**src/sv/csrspmv_pkg.sv**
```systemverilog
// ----------------------------------------------------------------------------
// csrspmv_pkg
// Shared types and constants of the sparse matrix-vector multiply block.
// ----------------------------------------------------------------------------
`default_nettype none

package csrspmv_pkg;

   localparam int COL_W     = 12;
   localparam int VAL_W     = 32;
   localparam int GAIN_W    = 16;
   localparam int ROW_W     = 16;
   localparam int ACC_W     = 64;
   // row sum rounded to Q16.16 needs one bit over 48 for the round-up of the max
   localparam int RND_W     = 49;
   localparam int APROD_W   = GAIN_W + RND_W;
   localparam int SUM_W     = APROD_W + 1;
   localparam int CSR_IDX_W = 1;

   localparam int Q_DEPTH   = 4;
   localparam int Q_PTR_W   = 2;
   localparam int Q_CNT_W   = 3;

   localparam logic signed [VAL_W-1:0] Y_MAX = {1'b0, {(VAL_W-1){1'b1}}};
   localparam logic signed [VAL_W-1:0] Y_MIN = {1'b1, {(VAL_W-1){1'b0}}};
   localparam logic signed [ACC_W-1:0] ACC_MAX = {1'b0, {(ACC_W-1){1'b1}}};
   localparam logic signed [ACC_W-1:0] ACC_MIN = {1'b1, {(ACC_W-1){1'b0}}};

   typedef enum logic [1:0] {
      ACT_LOAD    = 2'd0,
      ACT_NONZERO = 2'd1,
      ACT_END_ROW = 2'd2,
      ACT_NONE    = 2'd3
   } action_type;

   typedef enum logic {
      OP_NONZERO = 1'b0,
      OP_END_ROW = 1'b1
   } op_type;

   typedef enum logic [CSR_IDX_W-1:0] {
      CSR_ALPHA = 1'b0,
      CSR_BETA  = 1'b1
   } csr_index_type;

   typedef struct packed {
      op_type                   op;
      logic                     x_valid;
      logic signed [VAL_W-1:0]  value;
      logic signed [VAL_W-1:0]  x_value;
      logic signed [VAL_W-1:0]  y_old;
   } op_entry_type;

   typedef struct packed {
      logic signed [GAIN_W-1:0] alpha;
      logic signed [GAIN_W-1:0] beta;
   } gains_type;

endpackage

`default_nettype wire

```
**src/sv/csrspmv_queue.sv**
```systemverilog
// ----------------------------------------------------------------------------
// csrspmv_queue
// Short FIFO of operations between the front and the arithmetic back end.
// ----------------------------------------------------------------------------
`default_nettype none

module csrspmv_queue (
   input  wire logic                        clock,
   input  wire logic                        reset,
   input  wire logic                        push,
   input  wire csrspmv_pkg::op_entry_type   push_entry,
   input  wire logic                        pop,
   output csrspmv_pkg::op_entry_type        head,
   output logic                             not_empty,
   output logic                             level_high
);

   csrspmv_pkg::op_entry_type entries_ff [csrspmv_pkg::Q_DEPTH];

   logic [csrspmv_pkg::Q_PTR_W-1:0] wr_ptr_ff, wr_ptr_in;
   logic [csrspmv_pkg::Q_PTR_W-1:0] rd_ptr_ff, rd_ptr_in;
   logic [csrspmv_pkg::Q_CNT_W-1:0] count_ff, count_in;

   always_comb begin
      wr_ptr_in = push ? wr_ptr_ff + 1'b1 : wr_ptr_ff;
      rd_ptr_in = pop  ? rd_ptr_ff + 1'b1 : rd_ptr_ff;
      count_in  = count_ff;
      if (push && !pop) begin
         count_in = count_ff + 1'b1;
      end else if (pop && !push) begin
         count_in = count_ff - 1'b1;
      end
   end

   always_ff @(posedge clock) begin
      if (reset) begin
         wr_ptr_ff <= '0;
         rd_ptr_ff <= '0;
         count_ff  <= '0;
      end else begin
         wr_ptr_ff <= wr_ptr_in;
         rd_ptr_ff <= rd_ptr_in;
         count_ff  <= count_in;
      end
   end

   always_ff @(posedge clock) begin
      if (push) begin
         entries_ff[wr_ptr_ff] <= push_entry;
      end
   end

   assign head       = entries_ff[rd_ptr_ff];
   assign not_empty  = count_ff != '0;
   // one slot kept for the item sitting in the front register
   assign level_high = count_ff >= csrspmv_pkg::Q_CNT_W'(csrspmv_pkg::Q_DEPTH - 1);

`ifndef SYNTHESIS
   a_no_overflow: assert property (@(posedge clock) disable iff (reset)
      push |-> (count_ff != csrspmv_pkg::Q_CNT_W'(csrspmv_pkg::Q_DEPTH) || pop))
      else $error("queue push while full");

   a_no_underflow: assert property (@(posedge clock) disable iff (reset)
      pop |-> count_ff != '0)
      else $error("queue pop while empty");
`endif

endmodule

`default_nettype wire

```
**config.mk**
```make
export PLATFORM = sky130hd
export DESIGN_NAME = csrspmv_queue
export DESIGN_NICKNAME = d
export VERILOG_FILES = /design/src/sv/csrspmv_pkg.sv /design/src/sv/csrspmv_queue.sv
export SDC_FILE = /design/constraint.sdc
export NUM_CORES = 1
export LEC_CHECK = 0
export BUFFER_PORTS_ARGS = -buffer_cell sky130_fd_sc_hd__buf_2
export CAP_MARGIN = 20
export CORE_MARGIN = 10
export CORE_UTILIZATION = 53
export CTS_CLUSTER_DIAMETER = 40
export DETAILED_ROUTE_END_ITERATION = 7
export PLACE_DENSITY = 0.79
export SLEW_MARGIN = 40
export SYNTH_ARGS = -nofsm -noshare
export SYNTH_HDL_FRONTEND = slang
export SYNTH_SLANG_ARGS = --single-unit
```
**constraint.sdc**
```tcl
create_clock -name clock -period 6.2 [get_ports clock]
set_clock_uncertainty 0.05 [all_clocks]
set_input_delay 0.62 -clock clock [delete_from_list [all_inputs] [get_ports clock]]
set_output_delay 0.62 -clock clock [all_outputs]
set_load 0.05 [all_outputs]
```
### Word-level counts from Yosys, hierarchy flattened

Memory sizes are Yosys's and may differ from the RTL's. A register that Yosys moved wholly into a read port is not among the register bits.
Index checks and enable logic that the tools add are counted.

| storage, ports and cells | value |
|---|---|
| register bits | 7 |
| bits in writable memories | 392 |
| output and inout port bits | 100 |
| logic and storage cells | 21 |
| memories | 1 |

Memories:

| memory | depth | width | read ports | clocked after memory_dff | wr ports | line | text |
|---|---|---|---|---|---|---|---|
| entries_ff | 4 | 98 | 1 | 1 | 1 | csrspmv_queue.sv:18 | `csrspmv_pkg::op_entry_type entries_ff [csrspmv_pkg::Q_DEPTH];` |

| cells by class | value |
|---|---|
| add/sub/neg operators | 4 |
| order comparisons | 1 |
| mux-type cells | 6 |
| reduce and logical (&&, ||, !) cells | 6 |

Operators by type and width:

| cell | number |
|---|---|
| $mux 3 | 2 |
| $add 2x1->2 const B | 2 |
| $mux 2 | 2 |
| $add 3x1->3 const B | 1 |
| $ge 3x2->1 const B | 1 |
| $reduce_bool 3->1 | 1 |
| $sub 3x1->3 const B | 1 |
| $logic_and 1x1->1 | 2 |
| $logic_not 1->1 | 2 |
| $mux 1 | 2 |
| $reduce_bool 2->1 | 1 |

### Logic depth before layout (Yosys ltp)

Gate-level depths: netlist of run 1.

| depth | value |
|---|---|
| word-level depth | 4 |
| gate-level depth with buffers | 7 |
| gate-level depth less buffers | 7 |

### Least setup slack after synthesis of run 1

Ideal clock, no wire load.

| timing path | value |
|---|---|
| kind | input to register |
| from | input port push |
| to | memory entries_ff[0][0] (netlist name), enable pin |
| library setup time | 0.468 ns |
| arrival | 2.884 ns |
| data required time | 5.682 ns |
| path slack | 2.798 ns |
| cell stages on the path | 1 |
| buffers on the path | 0 |
| cells stage by stage | and2_1 |

| on the way | value |
|---|---|
| cells in the longest elaborated chain, start to end | 2 |

Ends and longest elaborated chain:

| item | line | text |
|---|---|---|
| start, declared | csrspmv_queue.sv:10 | `input wire logic push,` |
| $mux 1 | csrspmv_queue.sv:48 | `if (push) begin` |
| $mux 1 (not written as such) | csrspmv_queue.sv:49 | `entries_ff[wr_ptr_ff] <= push_entry;` |
| end, declared | csrspmv_queue.sv:18 |  |

Every way passes these cells.

==> impl_metrics.env, run 1 <==
export IMPL_status="complete, no violations"
export IMPL_fin_util=0.6519
export IMPL_drt_initial_drc_count=426
export IMPL_arrival_ps=2780
export IMPL_setup_total_neg_slack_ps=0
export IMPL_hold_wc_path_type="primary input to flop"
export IMPL_crit_cells=3
export IMPL_fp_dieArea_mm2=0.03449
export IMPL_placement_io_buffers=201
export IMPL_fmax_ghz=0.2895
export IMPL_avgRoutedWirePerCell_um=23.98
export IMPL_cts_htree_levels=2
export IMPL_first_global_vias=7406
export IMPL_nets=899
export IMPL_postLayoutSetupSlackWorst_ps=2746
export IMPL_maxSlewViolCount=0
export IMPL_gp_congestion=0.7399
export IMPL_clock_sink_count=401
export IMPL_report_final_hold_viol_count=0
export IMPL_tritoncts_clock_tree="built"
export IMPL_worst_reg_to_reg_cells=3
export IMPL_r2r_start="wr_ptr_ff[0]"
export IMPL_required_time_of_the_worst_setup_path_ps=5530
export IMPL_die_x_um=185.7
export IMPL_clock_tree_buffer_depth=3
export IMPL_final_common_cell="edfxtp_1"
export IMPL_grt_first_pass_wirelength_um=42770
export IMPL_hold_path_cell_count=1
export IMPL_finalHoldWorstSlack_ps=241.7
export IMPL_placeableCoreArea_mm2=0.02703
export IMPL_filler_cell_count=1726
export IMPL_finalSetupViolations=0
export IMPL_final_cell_count_no_fill=1175
export IMPL_die_h_um=185.7
export IMPL_grt_total_usage=0.1635
export IMPL_syn_area_per_cell_um2=26.18
export IMPL_worstSkewPairLatency_ps=530
export IMPL_crit_path_class="flop to primary output"
export IMPL_layout_drive_gt1_share=0.4753
export IMPL_antenna_found_initial=9
export IMPL_most_common_layout_cells="edfxtp_1, buf_2, mux4_2, clkbuf_16"
export IMPL_pre_cts_ws_ps=3232
export IMPL_timing_critical_path_cells="buf_4 -> mux4_2 -> buf_2"
export IMPL_average_vias_per_placed_instance=5.650
export IMPL_areaGrowthSynthToFinish_pct=21.04
export IMPL_clk_pin_slew_worst_paths_ps=60
export IMPL_final_cell_area_mm2=0.01762
export IMPL_drv_max_cap_violation_count=0
export IMPL_critPathMaxStageDelay_ps=760
export IMPL_min_period_over_period=0.5571
export IMPL_drt_pass1_iterations=4
export IMPL_grt_max_degree=80
export IMPL_worst_path_buf_inv=2
export IMPL_critical_path_max_fanout=55
export IMPL_critPathLaunchType="flop"
export IMPL_timing_max_slew_rel_slack=0.4613
export IMPL_clock_buffer_count_from_cts=48
export IMPL_cpLargestDelayFamily="buffers and inverters"
export IMPL_critical_path_slowest_cell="dfxtp_4"
export IMPL_worstSetupEndpoint="head[75]"
export IMPL_floorplan_rows=60
export IMPL_ys_seq_area_frac=0.8210
export IMPL_finalCriticalPeriod_ps=3454
export IMPL_drt_antenna_violating_nets=0
export IMPL_regToRegEndpoint="entries_ff[3][96]"
export IMPL_netlist_instances=556
export IMPL_dp_final_hpwl_um=17360
export IMPL_cts_post_setup_buffers_inserted=0
export IMPL_cts_root_buf="clkbuf_16"
export IMPL_cellLeakagePower_nw=5.986
export IMPL_ys_warnings_count=0
export IMPL_remaining_drc_errors=0
export IMPL_initial_core_util=0.5386
export IMPL_cts_repair_resize_count=0
export IMPL_gr_total_overflow=0
export IMPL_syn_area_mm2=0.01456
export IMPL_unrepaired_setup_endpoints_after_global_routing="false"
export IMPL_critical_path_endpoint_type="primary output"
export IMPL_ir_drop_uv=296.9
export IMPL_cts_hold_fix_buffers=0
export IMPL_placed_area_mm2=0.01594
export IMPL_worst_slew_pin_transition_ps=808.1
export IMPL_num_vias=6639
export IMPL_route_final_wire_length_um=28180
export IMPL_totalPowerFinal_mw=6.853
export IMPL_synthesis_nets=664
export IMPL_dp_cells=1082
export IMPL_netlist_cell_type_count=21
export IMPL_io_pins=202
export IMPL_yosys_register_bits=401
export IMPL_power_density_mw_per_mm2=388.9
export IMPL_reg2reg_slack_ps=3780
-- sequential cells by signal, indices dropped and copies added, names as in the netlist, named ones only --
signal,cells
count_ff,3
entries_ff,392
rd_ptr_ff,2
wr_ptr_ff,2
-- cells in the mapped netlist, drive strengths merged --
cell    instances  area share
a21o            1     0.00052
a21oi           1     0.00034
and2            4      0.0017
buf            15      0.0083
clkbuf          8      0.0021
dfxtp           9       0.012
edfxtp        392        0.81
fa              1      0.0014
ha              5      0.0043
inv             4      0.0010
mux2i           2      0.0014
mux4           98        0.15
nand2           1     0.00026
nor2            7      0.0018
o21ai           1     0.00034
or3             2     0.00086
xnor2           2      0.0012
xor2            3      0.0018
-- worst min path at each step --
stage,startpoint,endpoint
global route,push_entry[42],entries_ff[3][42]
finish,push_entry[23],entries_ff[1][23]
CTS,push_entry[23],entries_ff[1][23]
detailed placement,count_ff[2],count_ff[2]
global placement,count_ff[2],count_ff[2]
floorplan,count_ff[2],count_ff[2]
-- power breakdown --
part | total, mW | switching [mW] | internal [mW]
registers | 3.17 | 0.0508 | 3.12
clock network | 2.82 | 1.10 | 1.73
logic | 0.864 | 0.608 | 0.256
-- routing by layer --
layer / track usage / wire length [µm] / up-vias
met3: 0.04972 / 2251 / 51
met4: 0.05385 / 571 / 6
met2: 0.2790 / 14560 / 233
li1: - / - / 2873
met1: 0.1947 / 10760 / 3476
met5: 0 / 31 / -
-- logic make-up (layout without fill, tap and decap cells) --
| group | count (synthesis) | in the layout | synth area share |
|---|---|---|---|
| xor+xnor | 5 | 5 | 0.003009 |
| fa+ha+maj | 6 | 6 | 0.005673 |
| simple gates | 14 | 14 | 0.004641 |
| flops | 401 | 401 | 0.8210 |
| buf+inv | 27 | 300 | 0.01143 |
| mux | 100 | 100 | 0.1530 |
| compound gates | 3 | 3 | 0.001203 |
| other cells | 0 | 5 | 0 |
-- final cells by class --
type,instances,area (µm²),area share
Inverter,4,15.01,0.0008522
Multi-Input combinational cell,128,2449,0.1390
Timing Repair Buffer,208,1100,0.06242
Clock buffer,51,1234,0.07002
Tap cell,341,426.7,0.02422
Sequential cell,401,11960,0.6787
Antenna cell,5,12.51,0.0007101
Clock inverter,37,424.2,0.02407
(Power assumes the default switching activity.)
==> inputs of run 2 (changes only) <==
--- a/config.mk
+++ b/config.mk
@@ -8,7 +8,7 @@
 export BUFFER_PORTS_ARGS = -buffer_cell sky130_fd_sc_hd__buf_2
 export CAP_MARGIN = 20
 export CORE_MARGIN = 10
-export CORE_UTILIZATION = 53
+export CORE_UTILIZATION = 51
 export CTS_CLUSTER_DIAMETER = 40
 export DETAILED_ROUTE_END_ITERATION = 7
 export PLACE_DENSITY = 0.79
==> constraint.sdc (replaced) <==
create_clock -name clock -period 3.15 [get_ports clock]
set_clock_uncertainty 0.05 [all_clocks]
set_input_delay 0.315 -clock clock [delete_from_list [all_inputs] [get_ports clock]]
set_output_delay 0.315 -clock clock [all_outputs]
set_load 0.05 [all_outputs]
==> impl_metrics.env, run 2 (synthesis results as in run 1) <==
export IMPL_clk_pin_slew_worst_paths_ps=70
export IMPL_required_time_of_the_worst_setup_path_ps=2780
export IMPL_max_flop_register="entries_ff"
export IMPL_worst_path_buf_inv=2
export IMPL_fmax_ghz=0.3672
export IMPL_critPathMaxStageDelay_ps=610
export IMPL_grt_total_usage=0.1668
export IMPL_gr_total_overflow=0
export IMPL_gp_congestion=0.7028
export IMPL_critical_path_max_fanout=41
export IMPL_drv_max_cap_violation_count=0
export IMPL_drt_pass1_iterations=4
export IMPL_worst_reg_to_reg_cells=4
export IMPL_fp_dieArea_mm2=0.03570
export IMPL_dp_final_hpwl_um=17360
export IMPL_final_cell_count_no_fill=1305
export IMPL_clock_buffer_count_from_cts=44
export IMPL_cts_root_buf="clkbuf_16"
export IMPL_postLayoutSetupSlackWorst_ps=426.9
export IMPL_critPathLaunchType="flop"
export IMPL_cts_repair_resize_count=0
export IMPL_ir_drop_uv=572.7
export IMPL_worstSetupEndpoint="head[96]"
export IMPL_areaGrowthSynthToFinish_pct=27.51
export IMPL_layout_drive_gt1_share=0.4151
export IMPL_clock_sink_count=401
export IMPL_unrepaired_setup_endpoints_after_global_routing="false"
export IMPL_clock_tree_buffer_depth=3
export IMPL_cts_htree_levels=2
export IMPL_avgRoutedWirePerCell_um=22.69
export IMPL_nets=1001
export IMPL_cpLargestDelayFamily="flip-flops"
export IMPL_antenna_found_initial=2
export IMPL_num_vias=6984
export IMPL_crit_path_class="flop to primary output"
export IMPL_first_global_vias=7785
export IMPL_final_common_cell="edfxtp_1"
export IMPL_report_final_hold_viol_count=0
export IMPL_crit_cells=3
export IMPL_min_period_over_period=0.8645
export IMPL_hold_wc_path_type="primary input to flop"
export IMPL_route_final_wire_length_um=29610
export IMPL_floorplan_rows=61
export IMPL_worst_slew_pin_transition_ps=688.7
export IMPL_finalSetupViolations=0
export IMPL_reg2reg_slack_ps=1250
export IMPL_critical_path_slowest_cell="dfxtp_4"
export IMPL_critical_path_endpoint_type="primary output"
export IMPL_layout_top_registers="entries_ff x392, count_ff x3"
export IMPL_finalCriticalPeriod_ps=2723
export IMPL_drt_antenna_violating_nets=0
export IMPL_die_h_um=188.9
export IMPL_seqCellArea_mm2=0.01196
export IMPL_drt_initial_drc_count=481
export IMPL_grt_first_pass_wirelength_um=46480
export IMPL_status="complete, no violations"
export IMPL_arrival_ps=2360
export IMPL_placeableCoreArea_mm2=0.02801
export IMPL_pre_cts_ws_ps=922.6
export IMPL_setup_total_neg_slack_ps=0
export IMPL_most_common_layout_cells="edfxtp_1, buf_2, mux4_2, dlygate4sd3_1, clkbuf_16"
export IMPL_timing_critical_path_cells="buf_12 -> mux4_2 -> buf_2"
export IMPL_io_pins=202
export IMPL_power_density_mw_per_mm2=709.1
export IMPL_r2r_start="wr_ptr_ff[0]"
export IMPL_dp_cells=1127
export IMPL_regToRegEndpoint="entries_ff[0][28]"
export IMPL_area_used_by_multi_input_combinational_logic_mm2=0.002449
export IMPL_tritoncts_clock_tree="built"
export IMPL_timing_max_slew_rel_slack=0.5409
export IMPL_largest_register_ffs=392
export IMPL_placement_io_buffers=201
export IMPL_maxSlewViolCount=0
export IMPL_grt_max_degree=99
export IMPL_initial_core_util=0.5197
export IMPL_remaining_drc_errors=0
export IMPL_worstSkewPairLatency_ps=520
export IMPL_cellLeakagePower_nw=6.371
export IMPL_average_vias_per_placed_instance=5.352
export IMPL_filler_cell_count=1770
export IMPL_die_x_um=188.9
## run 2: worst reg2reg max path, cell delays in order, from the launching register on
cell and delay [ps]:
dfxtp_1 350, inv_1 90, ha_1 140, and2_4 520, buf_4 420
## run 2: worst min path at each step
stage          slack [ps]               end     startpoint  cells after the start
2_1_floorplan         360  entries_ff[0][0]  push_entry[0]                      0
3_3_place_gp          440       count_ff[2]    count_ff[2]                      2
3_5_place_dp          470              flop   rd_ptr_ff[1]                      2
4_1_cts                 4       count_ff[2]          reset                      2
5_1_grt                 4       count_ff[2]          reset                      2
6_report               20       count_ff[2]          reset                      2
## run 2: through the flow
step	instance area, µm²	utilization	power (mW)	hold WS (ps)
2_1_floorplan	14560	-	7.597	363.9
3_3_place_gp	16110	0.5753	8.051	435.7
3_5_place_dp	16110	0.5753	8.092	466.5
4_1_cts	18560	0.6625	13.25	4.463
5_1_grt	18560	0.6627	13.60	4.471
6_report	18560	0.6627	13.16	15.12
## run 2: layout make-up
type,count,share of cell area
well taps,378,0.02548
multi-input cells,128,0.1319
flip-flops and latches,401,0.6443
repair buffers,314,0.1185
diodes,2,0.0002696
inverters,4,0.0008089
clock inverters,28,0.01705
clock buffers,50,0.06168
## run 2: per-layer routing
layer / share of wire / track usage / vias up
li1: - / - / 3082
met1: 0.41 / 0.2176 / 3602
met2: 0.51 / 0.2788 / 254
met3: 0.066 / 0.03877 / 46
met4: 0.018 / 0.04212 / 0
met5: 0 / 0 / -
## run 2: power breakdown
group / switching (mW) / internal, mW
registers: 0.0808 / 6.13
clock network: 1.98 / 3.12
logic: 1.25 / 0.601
total: 3.31 / 9.85
## run 2: repair_timing
action / 4_1_cts / 5_1_grt
buffers inserted: 0 / 0
hold buffers: 98 / 0
setup endpoints to repair: 0 / 0
hold endpoints to repair: 392 / 0
